[config.mk]
export PLATFORM = sky130hd
export DESIGN_NAME = ad_report_filter_name_extract
export DESIGN_NICKNAME = d
export VERILOG_FILES = /design/src/hw/rtl/arfne_pkg.sv /design/src/hw/rtl/ad_report_filter_name_extract.sv /design/src/hw/rtl/arfne_front.sv /design/src/hw/rtl/arfne_queue.sv /design/src/hw/rtl/arfne_back.sv
export VERILOG_INCLUDE_DIRS = /design/src /design/src/hw/rtl
export SDC_FILE = /design/constraint.sdc
export NUM_CORES = 1
export LEC_CHECK = 0
export ABC_AREA = 1
export BUFFER_PORTS_ARGS = -buffer_cell sky130_fd_sc_hd__buf_4
export CAP_MARGIN = 20
export CORE_ASPECT_RATIO = 2
export CORE_MARGIN = 10
export CORE_UTILIZATION = 55
export CTS_CLUSTER_DIAMETER = 150
export CTS_CLUSTER_SIZE = 25
export DETAILED_ROUTE_END_ITERATION = 16
export GPL_TIMING_DRIVEN = 0
export MAX_ROUTING_LAYER = met4
export PLACE_DENSITY_LB_ADDON = 0.05
export SLEW_MARGIN = 25
export SYNTH_ARGS = -nofsm -noshare
export SYNTH_HDL_FRONTEND = slang
export SYNTH_SLANG_ARGS = --single-unit
[constraint.sdc]
create_clock -name clk -period 4.6 [get_ports clk]
set_input_delay 0.23 -clock clk [delete_from_list [all_inputs] [get_ports clk]]
set_output_delay 0.23 -clock clk [all_outputs]
set_load 0.05 [all_outputs]
[src/hw/rtl/ad_report_filter_name_extract_macros.svh]
// Assertion macros for the advertising report filter.
// Used by modules that carry concurrent checks; expects clk and arst_n in scope.
`ifndef AD_REPORT_FILTER_NAME_EXTRACT_MACROS_SVH
`define AD_REPORT_FILTER_NAME_EXTRACT_MACROS_SVH

// same-cycle implication
`define ARFNE_ASSERT_SAME(label, ante, cons, msg) \
	label: assert property (@(posedge clk) disable iff (!arst_n) (ante) |-> (cons)) \
		else $error(msg);

// next-cycle implication
`define ARFNE_ASSERT_NEXT(label, ante, cons, msg) \
	label: assert property (@(posedge clk) disable iff (!arst_n) (ante) |=> (cons)) \
		else $error(msg);

`endif

[src/hw/rtl/arfne_pkg.sv]
// Shared types and constants of the advertising report filter.
// No dependencies.
package arfne_pkg;

	// wide enough for any name capacity up to 63
	localparam int NCNT_W = 6;

	localparam logic [7:0] AD_FLAGS      = 8'h01;
	localparam logic [7:0] AD_NAME_SHORT = 8'h08;
	localparam logic [7:0] AD_NAME_FULL  = 8'h09;

	localparam logic [1:0] MODE_ALL     = 2'd0;
	localparam logic [1:0] MODE_LIMITED = 2'd1;
	localparam logic [1:0] MODE_GENERAL = 2'd2;

	typedef enum logic [3:0] {
		NS_SEARCH  = 4'b0001,
		NS_COLLECT = 4'b0010,
		NS_FOUND   = 4'b0100,
		NS_FAILED  = 4'b1000
	} name_st_t;

	typedef enum logic [1:0] {
		BK_IDLE  = 2'b01,
		BK_BYTES = 2'b10
	} back_st_t;

	typedef struct packed {
		logic              accepted;
		logic              name_known;
		logic [NCNT_W-1:0] nbytes;
	} verdict_t;

	typedef struct packed {
		logic              en;
		logic              bank;
		logic [NCNT_W-1:0] idx;
		logic [7:0]        data;
	} name_wr_t;

endpackage

[src/hw/rtl/ad_report_filter_name_extract.sv]
// A verdict is queued with the report's last byte, then popped from the queue into the output register.
// Throughput: one report byte per cycle while fewer than two reports wait at the output;
// the output sends one result per cycle while out_stall is low, and a report with n name
// bytes sends n+1 results. The two-bank name store sets the limit of two waiting reports.
// Reset (arst_n low, asynchronous) clears the parser, the queue, the output valid and
// sets the filter mode to MODE_ALL; the name store is not cleared and needs no pass after reset.
module ad_report_filter_name_extract #(
	parameter int NAME_CAPACITY = 29
) (
	input  logic       clk,
	input  logic       arst_n,
	input  logic       in_valid,
	output logic       in_stall,
	input  logic [7:0] data_byte,
	input  logic [7:0] report_length,
	input  logic       is_last,
	input  logic       cfg_valid,
	output logic       cfg_ready,
	input  logic [1:0] cfg_data,
	output logic       out_valid,
	input  logic       out_stall,
	output logic       is_verdict,
	output logic       accepted,
	output logic       name_known,
	output logic [4:0] name_length,
	output logic [7:0] name_byte,
	output logic       last_of_run
);

	logic                push, q_valid, q_pop, bank_free;
	arfne_pkg::verdict_t verdict, q_head;
	arfne_pkg::name_wr_t name_wr;

	arfne_front #(
		.NAME_CAPACITY(NAME_CAPACITY)
	) u_front (
		.clk          (clk),
		.arst_n       (arst_n),
		.in_valid     (in_valid),
		.in_stall     (in_stall),
		.data_byte    (data_byte),
		.report_length(report_length),
		.is_last      (is_last),
		.cfg_valid    (cfg_valid),
		.cfg_ready    (cfg_ready),
		.cfg_data     (cfg_data),
		.push         (push),
		.verdict      (verdict),
		.name_wr      (name_wr),
		.bank_free    (bank_free)
	);

	arfne_queue u_queue (
		.clk   (clk),
		.arst_n(arst_n),
		.push  (push),
		.din   (verdict),
		.pop   (q_pop),
		.valid (q_valid),
		.head  (q_head)
	);

	arfne_back #(
		.NAME_CAPACITY(NAME_CAPACITY)
	) u_back (
		.clk        (clk),
		.arst_n     (arst_n),
		.name_wr    (name_wr),
		.q_valid    (q_valid),
		.q_head     (q_head),
		.q_pop      (q_pop),
		.bank_free  (bank_free),
		.out_valid  (out_valid),
		.out_stall  (out_stall),
		.is_verdict (is_verdict),
		.accepted   (accepted),
		.name_known (name_known),
		.name_length(name_length),
		.name_byte  (name_byte),
		.last_of_run(last_of_run)
	);

endmodule

[src/hw/rtl/arfne_front.sv]
// Front end: walks the length-type-value fields of a report one byte per cycle unless
// stalled, writes name bytes to the back end's store, queues a verdict. Uses arfne_pkg.
module arfne_front #(
	parameter int NAME_CAPACITY = 29
) (
	input  logic                   clk,
	input  logic                   arst_n,
	input  logic                   in_valid,
	output logic                   in_stall,
	input  logic [7:0]             data_byte,
	input  logic [7:0]             report_length,
	input  logic                   is_last,
	input  logic                   cfg_valid,
	output logic                   cfg_ready,
	input  logic [1:0]             cfg_data,
	output logic                   push,
	output arfne_pkg::verdict_t    verdict,
	output arfne_pkg::name_wr_t    name_wr,
	input  logic                   bank_free
);

	localparam int CW = $clog2(NAME_CAPACITY + 1);
	localparam int NW = arfne_pkg::NCNT_W;

	logic [1:0]          mode_q;
	logic [1:0]          busy_q;
	logic                wr_bank_q;
	logic [7:0]          pos_q;
	logic [8:0]          nfs_q, nfs_n;
	logic [7:0]          flen_q, flen_n;
	logic [7:0]          ftype_q, ftype_n;
	logic                stop_q, stop_n;
	logic                flags_q, flags_n;
	logic [7:0]          fval_q, fval_n;
	arfne_pkg::name_st_t ns_q, ns_n;
	logic [CW-1:0]       cnt_q, cnt_n;

	logic       accept;
	logic       active;
	logic [8:0] p9, len9, sum9, rel9, nl9;
	logic       acc, known;

	assign cfg_ready = 1'b1;
	assign in_stall  = (busy_q == 2'd2);
	assign accept    = in_valid && !in_stall;
	assign push      = accept && is_last;

	assign p9   = {1'b0, pos_q};
	assign len9 = {1'b0, report_length};
	assign sum9 = p9 + {1'b0, data_byte};
	// offset of this byte inside the current field: 1 is the type byte
	assign rel9 = p9 + {1'b0, flen_q} + 9'd1 - nfs_q;
	assign nl9  = {1'b0, flen_q} - 9'd1;

	always_comb begin
		nfs_n   = nfs_q;
		flen_n  = flen_q;
		ftype_n = ftype_q;
		stop_n  = stop_q;
		flags_n = flags_q;
		fval_n  = fval_q;
		ns_n    = ns_q;
		cnt_n   = cnt_q;
		name_wr = '0;
		name_wr.bank = wr_bank_q;
		name_wr.idx  = NW'(cnt_q);
		name_wr.data = data_byte;
		active = (report_length != 8'd0) && !stop_q && (pos_q < report_length);
		if (active) begin
			if (p9 == nfs_q) begin
				if (data_byte == 8'd0 || sum9 >= len9) begin
					stop_n = 1'b1;
				end else begin
					flen_n = data_byte;
					nfs_n  = sum9 + 9'd1;
				end
			end else if (rel9 == 9'd1) begin
				ftype_n = data_byte;
				if (data_byte == arfne_pkg::AD_FLAGS && !flags_q && flen_q == 8'd1) begin
					flags_n = 1'b1;
					fval_n  = 8'd0;
				end
				if ((data_byte inside {arfne_pkg::AD_NAME_SHORT, arfne_pkg::AD_NAME_FULL})
						&& ns_q == arfne_pkg::NS_SEARCH) begin
					cnt_n = '0;
					if (nl9 > 9'(NAME_CAPACITY))
						ns_n = arfne_pkg::NS_FAILED;
					else if (nl9 == 9'd0)
						ns_n = arfne_pkg::NS_FOUND;
					else
						ns_n = arfne_pkg::NS_COLLECT;
				end
			end else begin
				if (ftype_q == arfne_pkg::AD_FLAGS && rel9 == 9'd2 && !flags_q) begin
					flags_n = 1'b1;
					fval_n  = data_byte;
				end
				if (ns_q == arfne_pkg::NS_COLLECT
						&& (ftype_q inside {arfne_pkg::AD_NAME_SHORT, arfne_pkg::AD_NAME_FULL})) begin
					name_wr.en = accept && (cnt_q < CW'(NAME_CAPACITY));
					cnt_n = cnt_q + 1'b1;
					if (9'(cnt_q) + 9'd1 >= nl9)
						ns_n = arfne_pkg::NS_FOUND;
				end
			end
		end
	end

	always_comb begin
		case (mode_q)
			arfne_pkg::MODE_ALL:     acc = 1'b1;
			arfne_pkg::MODE_LIMITED: acc = flags_n && fval_n[0];
			arfne_pkg::MODE_GENERAL: acc = flags_n && (fval_n[1:0] != 2'b00);
			default:                 acc = 1'b0;
		endcase
		known = acc && (ns_n == arfne_pkg::NS_FOUND);
		verdict.accepted   = acc;
		verdict.name_known = known;
		verdict.nbytes     = known ? NW'(cnt_n) : '0;
	end

	always_ff @(posedge clk or negedge arst_n) begin
		if (!arst_n) begin
			mode_q <= arfne_pkg::MODE_ALL;
		end else if (cfg_valid) begin
			mode_q <= cfg_data;
		end
	end

	// banks held by verdicts that are queued or still being sent out
	always_ff @(posedge clk or negedge arst_n) begin
		if (!arst_n) begin
			busy_q <= 2'd0;
		end else begin
			case ({push, bank_free})
				2'b10:   busy_q <= busy_q + 2'd1;
				2'b01:   busy_q <= busy_q - 2'd1;
				default: busy_q <= busy_q;
			endcase
		end
	end

	always_ff @(posedge clk or negedge arst_n) begin
		if (!arst_n) begin
			wr_bank_q <= 1'b0;
			pos_q     <= 8'd0;
			nfs_q     <= 9'd0;
			flen_q    <= 8'd0;
			ftype_q   <= 8'd0;
			stop_q    <= 1'b0;
			flags_q   <= 1'b0;
			fval_q    <= 8'd0;
			ns_q      <= arfne_pkg::NS_SEARCH;
			cnt_q     <= '0;
		end else if (accept) begin
			if (is_last) begin
				wr_bank_q <= !wr_bank_q;
				pos_q     <= 8'd0;
				nfs_q     <= 9'd0;
				flen_q    <= 8'd0;
				ftype_q   <= 8'd0;
				stop_q    <= 1'b0;
				flags_q   <= 1'b0;
				fval_q    <= 8'd0;
				ns_q      <= arfne_pkg::NS_SEARCH;
				cnt_q     <= '0;
			end else begin
				pos_q   <= (pos_q != 8'hFF) ? pos_q + 8'd1 : pos_q;
				nfs_q   <= nfs_n;
				flen_q  <= flen_n;
				ftype_q <= ftype_n;
				stop_q  <= stop_n;
				flags_q <= flags_n;
				fval_q  <= fval_n;
				ns_q    <= ns_n;
				cnt_q   <= cnt_n;
			end
		end
	end

endmodule

[src/hw/rtl/arfne_queue.sv]
// Two-entry verdict queue between the front and back ends.
// Uses arfne_pkg.
module arfne_queue (
	input  logic                clk,
	input  logic                arst_n,
	input  logic                push,
	input  arfne_pkg::verdict_t din,
	input  logic                pop,
	output logic                valid,
	output arfne_pkg::verdict_t head
);

	arfne_pkg::verdict_t ent_q [2];
	logic                wr_ptr_q, rd_ptr_q;
	logic [1:0]          cnt_q;

	assign valid = (cnt_q != 2'd0);
	assign head  = ent_q[rd_ptr_q];

	always_ff @(posedge clk) begin
		if (push)
			ent_q[wr_ptr_q] <= din;
	end

	always_ff @(posedge clk or negedge arst_n) begin
		if (!arst_n) begin
			wr_ptr_q <= 1'b0;
			rd_ptr_q <= 1'b0;
			cnt_q    <= 2'd0;
		end else begin
			if (push)
				wr_ptr_q <= !wr_ptr_q;
			if (pop)
				rd_ptr_q <= !rd_ptr_q;
			case ({push, pop})
				2'b10:   cnt_q <= cnt_q + 2'd1;
				2'b01:   cnt_q <= cnt_q - 2'd1;
				default: cnt_q <= cnt_q;
			endcase
		end
	end

endmodule

[src/hw/rtl/arfne_back.sv]
// Back end: holds the two-bank name store and sends each verdict followed by
// its name bytes through the output register. Uses arfne_pkg and the macro header.
`include "ad_report_filter_name_extract_macros.svh"

module arfne_back #(
	parameter int NAME_CAPACITY = 29
) (
	input  logic                clk,
	input  logic                arst_n,
	input  arfne_pkg::name_wr_t name_wr,
	input  logic                q_valid,
	input  arfne_pkg::verdict_t q_head,
	output logic                q_pop,
	output logic                bank_free,
	output logic                out_valid,
	input  logic                out_stall,
	output logic                is_verdict,
	output logic                accepted,
	output logic                name_known,
	output logic [4:0]          name_length,
	output logic [7:0]          name_byte,
	output logic                last_of_run
);

	localparam int CW = $clog2(NAME_CAPACITY + 1);
	localparam int AW = CW + 1;

	logic [7:0] mem [2**AW];
	logic [7:0] rd_data_q;

	arfne_pkg::back_st_t st_q;
	logic                bank_q;
	logic [CW-1:0]       k_q, n_q;
	logic                out_valid_q, is_verdict_q, accepted_q, name_known_q, last_q;
	logic [4:0]          name_length_q;

	logic load, k_last, rd_en, head_empty;

	assign load       = !out_valid_q || !out_stall;
	assign k_last     = ({1'b0, k_q} + 1'b1) == {1'b0, n_q};
	assign head_empty = (q_head.nbytes == '0);
	assign rd_en      = load && (st_q == arfne_pkg::BK_BYTES);
	assign q_pop      = load && (st_q == arfne_pkg::BK_IDLE) && q_valid;
	assign bank_free  = (rd_en && k_last) || (q_pop && head_empty);

	assign out_valid   = out_valid_q;
	assign is_verdict  = is_verdict_q;
	assign accepted    = accepted_q;
	assign name_known  = name_known_q;
	assign name_length = name_length_q;
	assign name_byte   = is_verdict_q ? 8'd0 : rd_data_q;
	assign last_of_run = last_q;

	always_ff @(posedge clk) begin
		if (name_wr.en)
			mem[{name_wr.bank, name_wr.idx[CW-1:0]}] <= name_wr.data;
	end

	always_ff @(posedge clk) begin
		if (rd_en)
			rd_data_q <= mem[{bank_q, k_q}];
	end

	always_ff @(posedge clk or negedge arst_n) begin
		if (!arst_n) begin
			st_q        <= arfne_pkg::BK_IDLE;
			bank_q      <= 1'b0;
			out_valid_q <= 1'b0;
		end else if (load) begin
			case (st_q)
				arfne_pkg::BK_BYTES: begin
					out_valid_q <= 1'b1;
					if (k_last) begin
						st_q   <= arfne_pkg::BK_IDLE;
						bank_q <= !bank_q;
					end
				end
				arfne_pkg::BK_IDLE: begin
					out_valid_q <= q_valid;
					if (q_valid) begin
						if (head_empty)
							bank_q <= !bank_q;
						else
							st_q <= arfne_pkg::BK_BYTES;
					end
				end
				default: begin
					st_q        <= arfne_pkg::BK_IDLE;
					out_valid_q <= 1'b0;
				end
			endcase
		end
	end

	always_ff @(posedge clk) begin
		if (rd_en) begin
			is_verdict_q  <= 1'b0;
			accepted_q    <= 1'b1;
			name_known_q  <= 1'b1;
			last_q        <= k_last;
			k_q           <= k_q + 1'b1;
		end else if (q_pop) begin
			is_verdict_q  <= 1'b1;
			accepted_q    <= q_head.accepted;
			name_known_q  <= q_head.name_known;
			name_length_q <= q_head.nbytes[4:0];
			last_q        <= head_empty;
			k_q           <= '0;
			n_q           <= q_head.nbytes[CW-1:0];
		end
	end

	`ARFNE_ASSERT_SAME(a_idx_in_range, st_q == arfne_pkg::BK_BYTES, k_q < n_q, "name index past length")
	`ARFNE_ASSERT_NEXT(a_verdict_then_bytes, q_pop && !head_empty, st_q == arfne_pkg::BK_BYTES, "name bytes not started after verdict")
	`ARFNE_ASSERT_NEXT(a_idle_drains, load && st_q == arfne_pkg::BK_IDLE && !q_valid, !out_valid_q, "result shown with empty queue")

endmodule
==> out/qor.txt <==
wire per inst -> 30.5 um
Critical Path RT -> 4850 ps
slowest stage cell, crit path -> nor2_2
boundary pin count -> 44
core area -> 48200 um2
fraction of registers with async set/reset -> 0.0972
Worst Skew -> 24.8 ps
reg2reg path depth -> 17
TritonCTS clock tree -> yes
TNS Setup -> -3480 ps
final worst slack -> -129 ps
Setup Viol. Count Final -> 72
vias per cell -> 6.32
Routed Antenna Nets -> 0
Reg power frac -> 0.351
CP dominant cell by count -> inv_1
critical-path maximum fanout -> 8
vias -> 20.0k
largest net degree at the start of global routing -> 70
WS Path Type -> flop to flop
crit start category -> flop
clock power share -> 0.156
R2R setup slack -> -130 ps
Total Nets Final -> 2588
PwrDens -> 651 nW/um2
most frequent cells in the layout -> edfxtp_1, nor2_1, o21ai_0
GPL Wtd Cong -> 1.16
Yosys cell types -> 53
DRC Markers -> 0
grt total ovfl -> 0
worst slew pin tran -> 1130 ps
Hold Path Origin -> in_valid
post-layout minimum cycle time -> 4730 ps
1st-iter DRT viols -> 2372
status -> finished, violations left
commonest non-fill, non-tap cell in the layout -> edfxtp_1
net switching power figure -> 0.00897 W
Netlist Area Pre-Place -> 26700 um2
clock sink total -> 607
FF+latch count, synth -> 607
unrepaired setup endpoints after global routing -> true
final wirelength -> 96400 um
Root Buffer Master -> clkbuf_16
first-pass detailed-route iteration total -> 8
layout cells sized above 1 -> 0.0753
die height -> 332 um
synthesized instance count -> 2374
Avg Cell Area, Syn -> 11.3 um2
Fin. Hold Viols -> 0
Crit path arrival time -> 4980 ps
Leak Pwr -> 10.3 nW
Largest stage delay, worst path -> 900 ps
failing checks -> setup timing
switching share of power -> 0.474
area growth from synthesis to layout -> 8.84%
clock latency on the worst-skew pair -> 630 ps
Total GRT Usage -> 0.335
Die ar. -> 58400 um2
Reg clk slew, reported paths -> 110 ps
Setup crit end kind -> flop
CTS buffer count -> 28
Post-DP HPWL -> 68400 um
post-synthesis sequential area ratio -> 0.670
first-pass GRT wire length -> 135000 um
I/O Buffers -> 42
number of flops mapped to enable cells by yosys -> 545
RR Endpoint -> u_back.mem[11][3]
combinational power share -> 0.494
Cell Int Power -> 0.00997 W
Longest Clk Path Bufs -> 3
dpl ws -> -125 ps
Hold Path Class -> primary input to flop
Slew Limit Fails -> 0
Worst R2R Start -> u_front.pos_q[7]
crit path launch -> u_front.pos_q[7]
crit path cell chain -> inv_1, fa_1, inv_1, ha_1, nand2_1, inv_1, a21oi_1, nand3b_1, nand2_1, nor2_4, nand3_4, nand2_2, inv_2, nand2_4, nor3_4, nand3_1, nor2_2
fmax -> 211 MHz
ys flop type -> edfxtp_1
Worst setup endpoint -> u_back.mem[11][3]
relative slew slack -> 0.236
number of global-route vias before repair -> 19.9k
Initial Util -> 0.555
antenna violations before repair -> 3
Peak VDD IR -> 0.000684 V
# rows -> 114
Die W -> 176 um
CTS H-Tree Depth -> 1
fin crit share -> 1.03
Max-cap violations -> 0
Warnings, synthesis -> 0
==> flip-flops by register name, summed over array words and instances (netlist names), 2 cells and up <==
register          cells
u_front.busy_q        2
u_back.rd_data_q      8
u_front.ns_q          4
u_front.cnt_q         5
u_back.st_q           2
u_front.ftype_q       8
u_queue.cnt_q         2
u_back.mem          512
u_front.pos_q         8
u_front.flen_q        8
u_front.mode_q        2
u_back.n_q            5
u_queue.ent_q        14
u_front.nfs_q         9
u_back.k_q            5
u_front.fval_q        2
==> how the worst min path moves through the flow <==
stage | to | cells after the start
CTS | u_front.ns_q[0] | 4
finish | u_front.ns_q[0] | 4
floorplan | u_back.bank_q | 0
global placement | u_front.busy_q[1] | 1
detailed placement | u_front.busy_q[0] | 1
global route | u_front.ns_q[0] | 4
==> synth_stat cells, drive strengths merged (3+ instances only) <==
| cell | instances | area (um2) |
|---|---|---|
| nand4 | 14 | 87.6 |
| buf | 27 | 141 |
| dfrtp | 57 | 1430 |
| dfxtp | 3 | 60.1 |
| a211oi | 4 | 30.0 |
| a31oi | 3 | 18.8 |
| nand3b | 5 | 37.5 |
| ha | 54 | 676 |
| nor3 | 12 | 82.6 |
| inv | 155 | 584 |
| o21ai | 372 | 1870 |
| nor2 | 501 | 1910 |
| xnor2 | 11 | 96.3 |
| a21oi | 34 | 174 |
| o31ai | 3 | 22.5 |
| o22ai | 171 | 1070 |
| clkbuf | 92 | 345 |
| fa | 9 | 180 |
| edfxtp | 545 | 16400 |
| nand3 | 60 | 365 |
| or2 | 4 | 27.5 |
| nand2 | 187 | 722 |
| xor2 | 20 | 175 |
| o32ai | 13 | 114 |
==> area by class of cell <==
class                      instances  area [um2]
antenna                            3        7.51
buffer                           119         490
clock buffer                      51         808
clock inverter                     1        20.0
fill                            4098       19100
inverter                         155         584
multi-input combinational       1540        8100
sequential                       607       17900
tap                              638         798
timing repair buffer              50         390
==> repair_timing <==
action,CTS,global route
buffers inserted,0,2
endpoints found under the setup margin,37,320
hold endpoints to repair,62,0
resized for setup,3,34
hold buffers,6,0
gates cloned,0,0
==> cells by family after synthesis <==
kind of cell    count (synthesis)  synth area share
compound gates                608             0.126
other cells                     2          0.000281
fa+ha+maj                      63            0.0320
simple gates                  787             0.122
mux                             2          0.000749
flops                         607             0.670
buf+inv                       274            0.0400
xor+xnor                       31            0.0102
==> critical path, delay by kind of cell, from the launching register on <==
kind                       cells  cell delay (ps)
buffers and inverters          4              340
DFF                            1              530
AOI/OAI and AO/OA              1              180
and+or+nand+nor               10             2410
adders and majority gates      2              890
==> routing by layer <==
layer	routed length (um)	track usage	vias up
li1	-	-	8659
met1	29300	0.323	9763
met2	50000	0.579	1185
met3	7090	0.0463	390
met4	10100	0.277	0
met5	0	-	-
==> metrics by stage <==
step,util,cell area (um2),hold WS (ps),instances,power (W)
2_1_floorplan,-,26900,-65.6,2421,0.0120
3_3_place_gp,0.581,28000,350,3101,0.0156
3_5_place_dp,0.583,28100,357,3101,0.0158
4_1_cts,0.601,29000,93.0,3159,0.0186
5_1_grt,0.604,29100,136,3164,0.0197
6_report,0.604,29100,88.2,3164,0.0189
==> power groups by stage <==
stage | combinational, W | clock [W] | sequential [W]
6_report | 0.00935 | 0.00295 | 0.00664
5_1_grt | 0.00989 | 0.00310 | 0.00667
4_1_cts | 0.00903 | 0.00294 | 0.00663
3_5_place_dp | 0.00899 | 0 | 0.00676
3_3_place_gp | 0.00883 | 0 | 0.00674
2_1_floorplan | 0.00518 | 0 | 0.00678
Power figures use the tool's default switching activity.
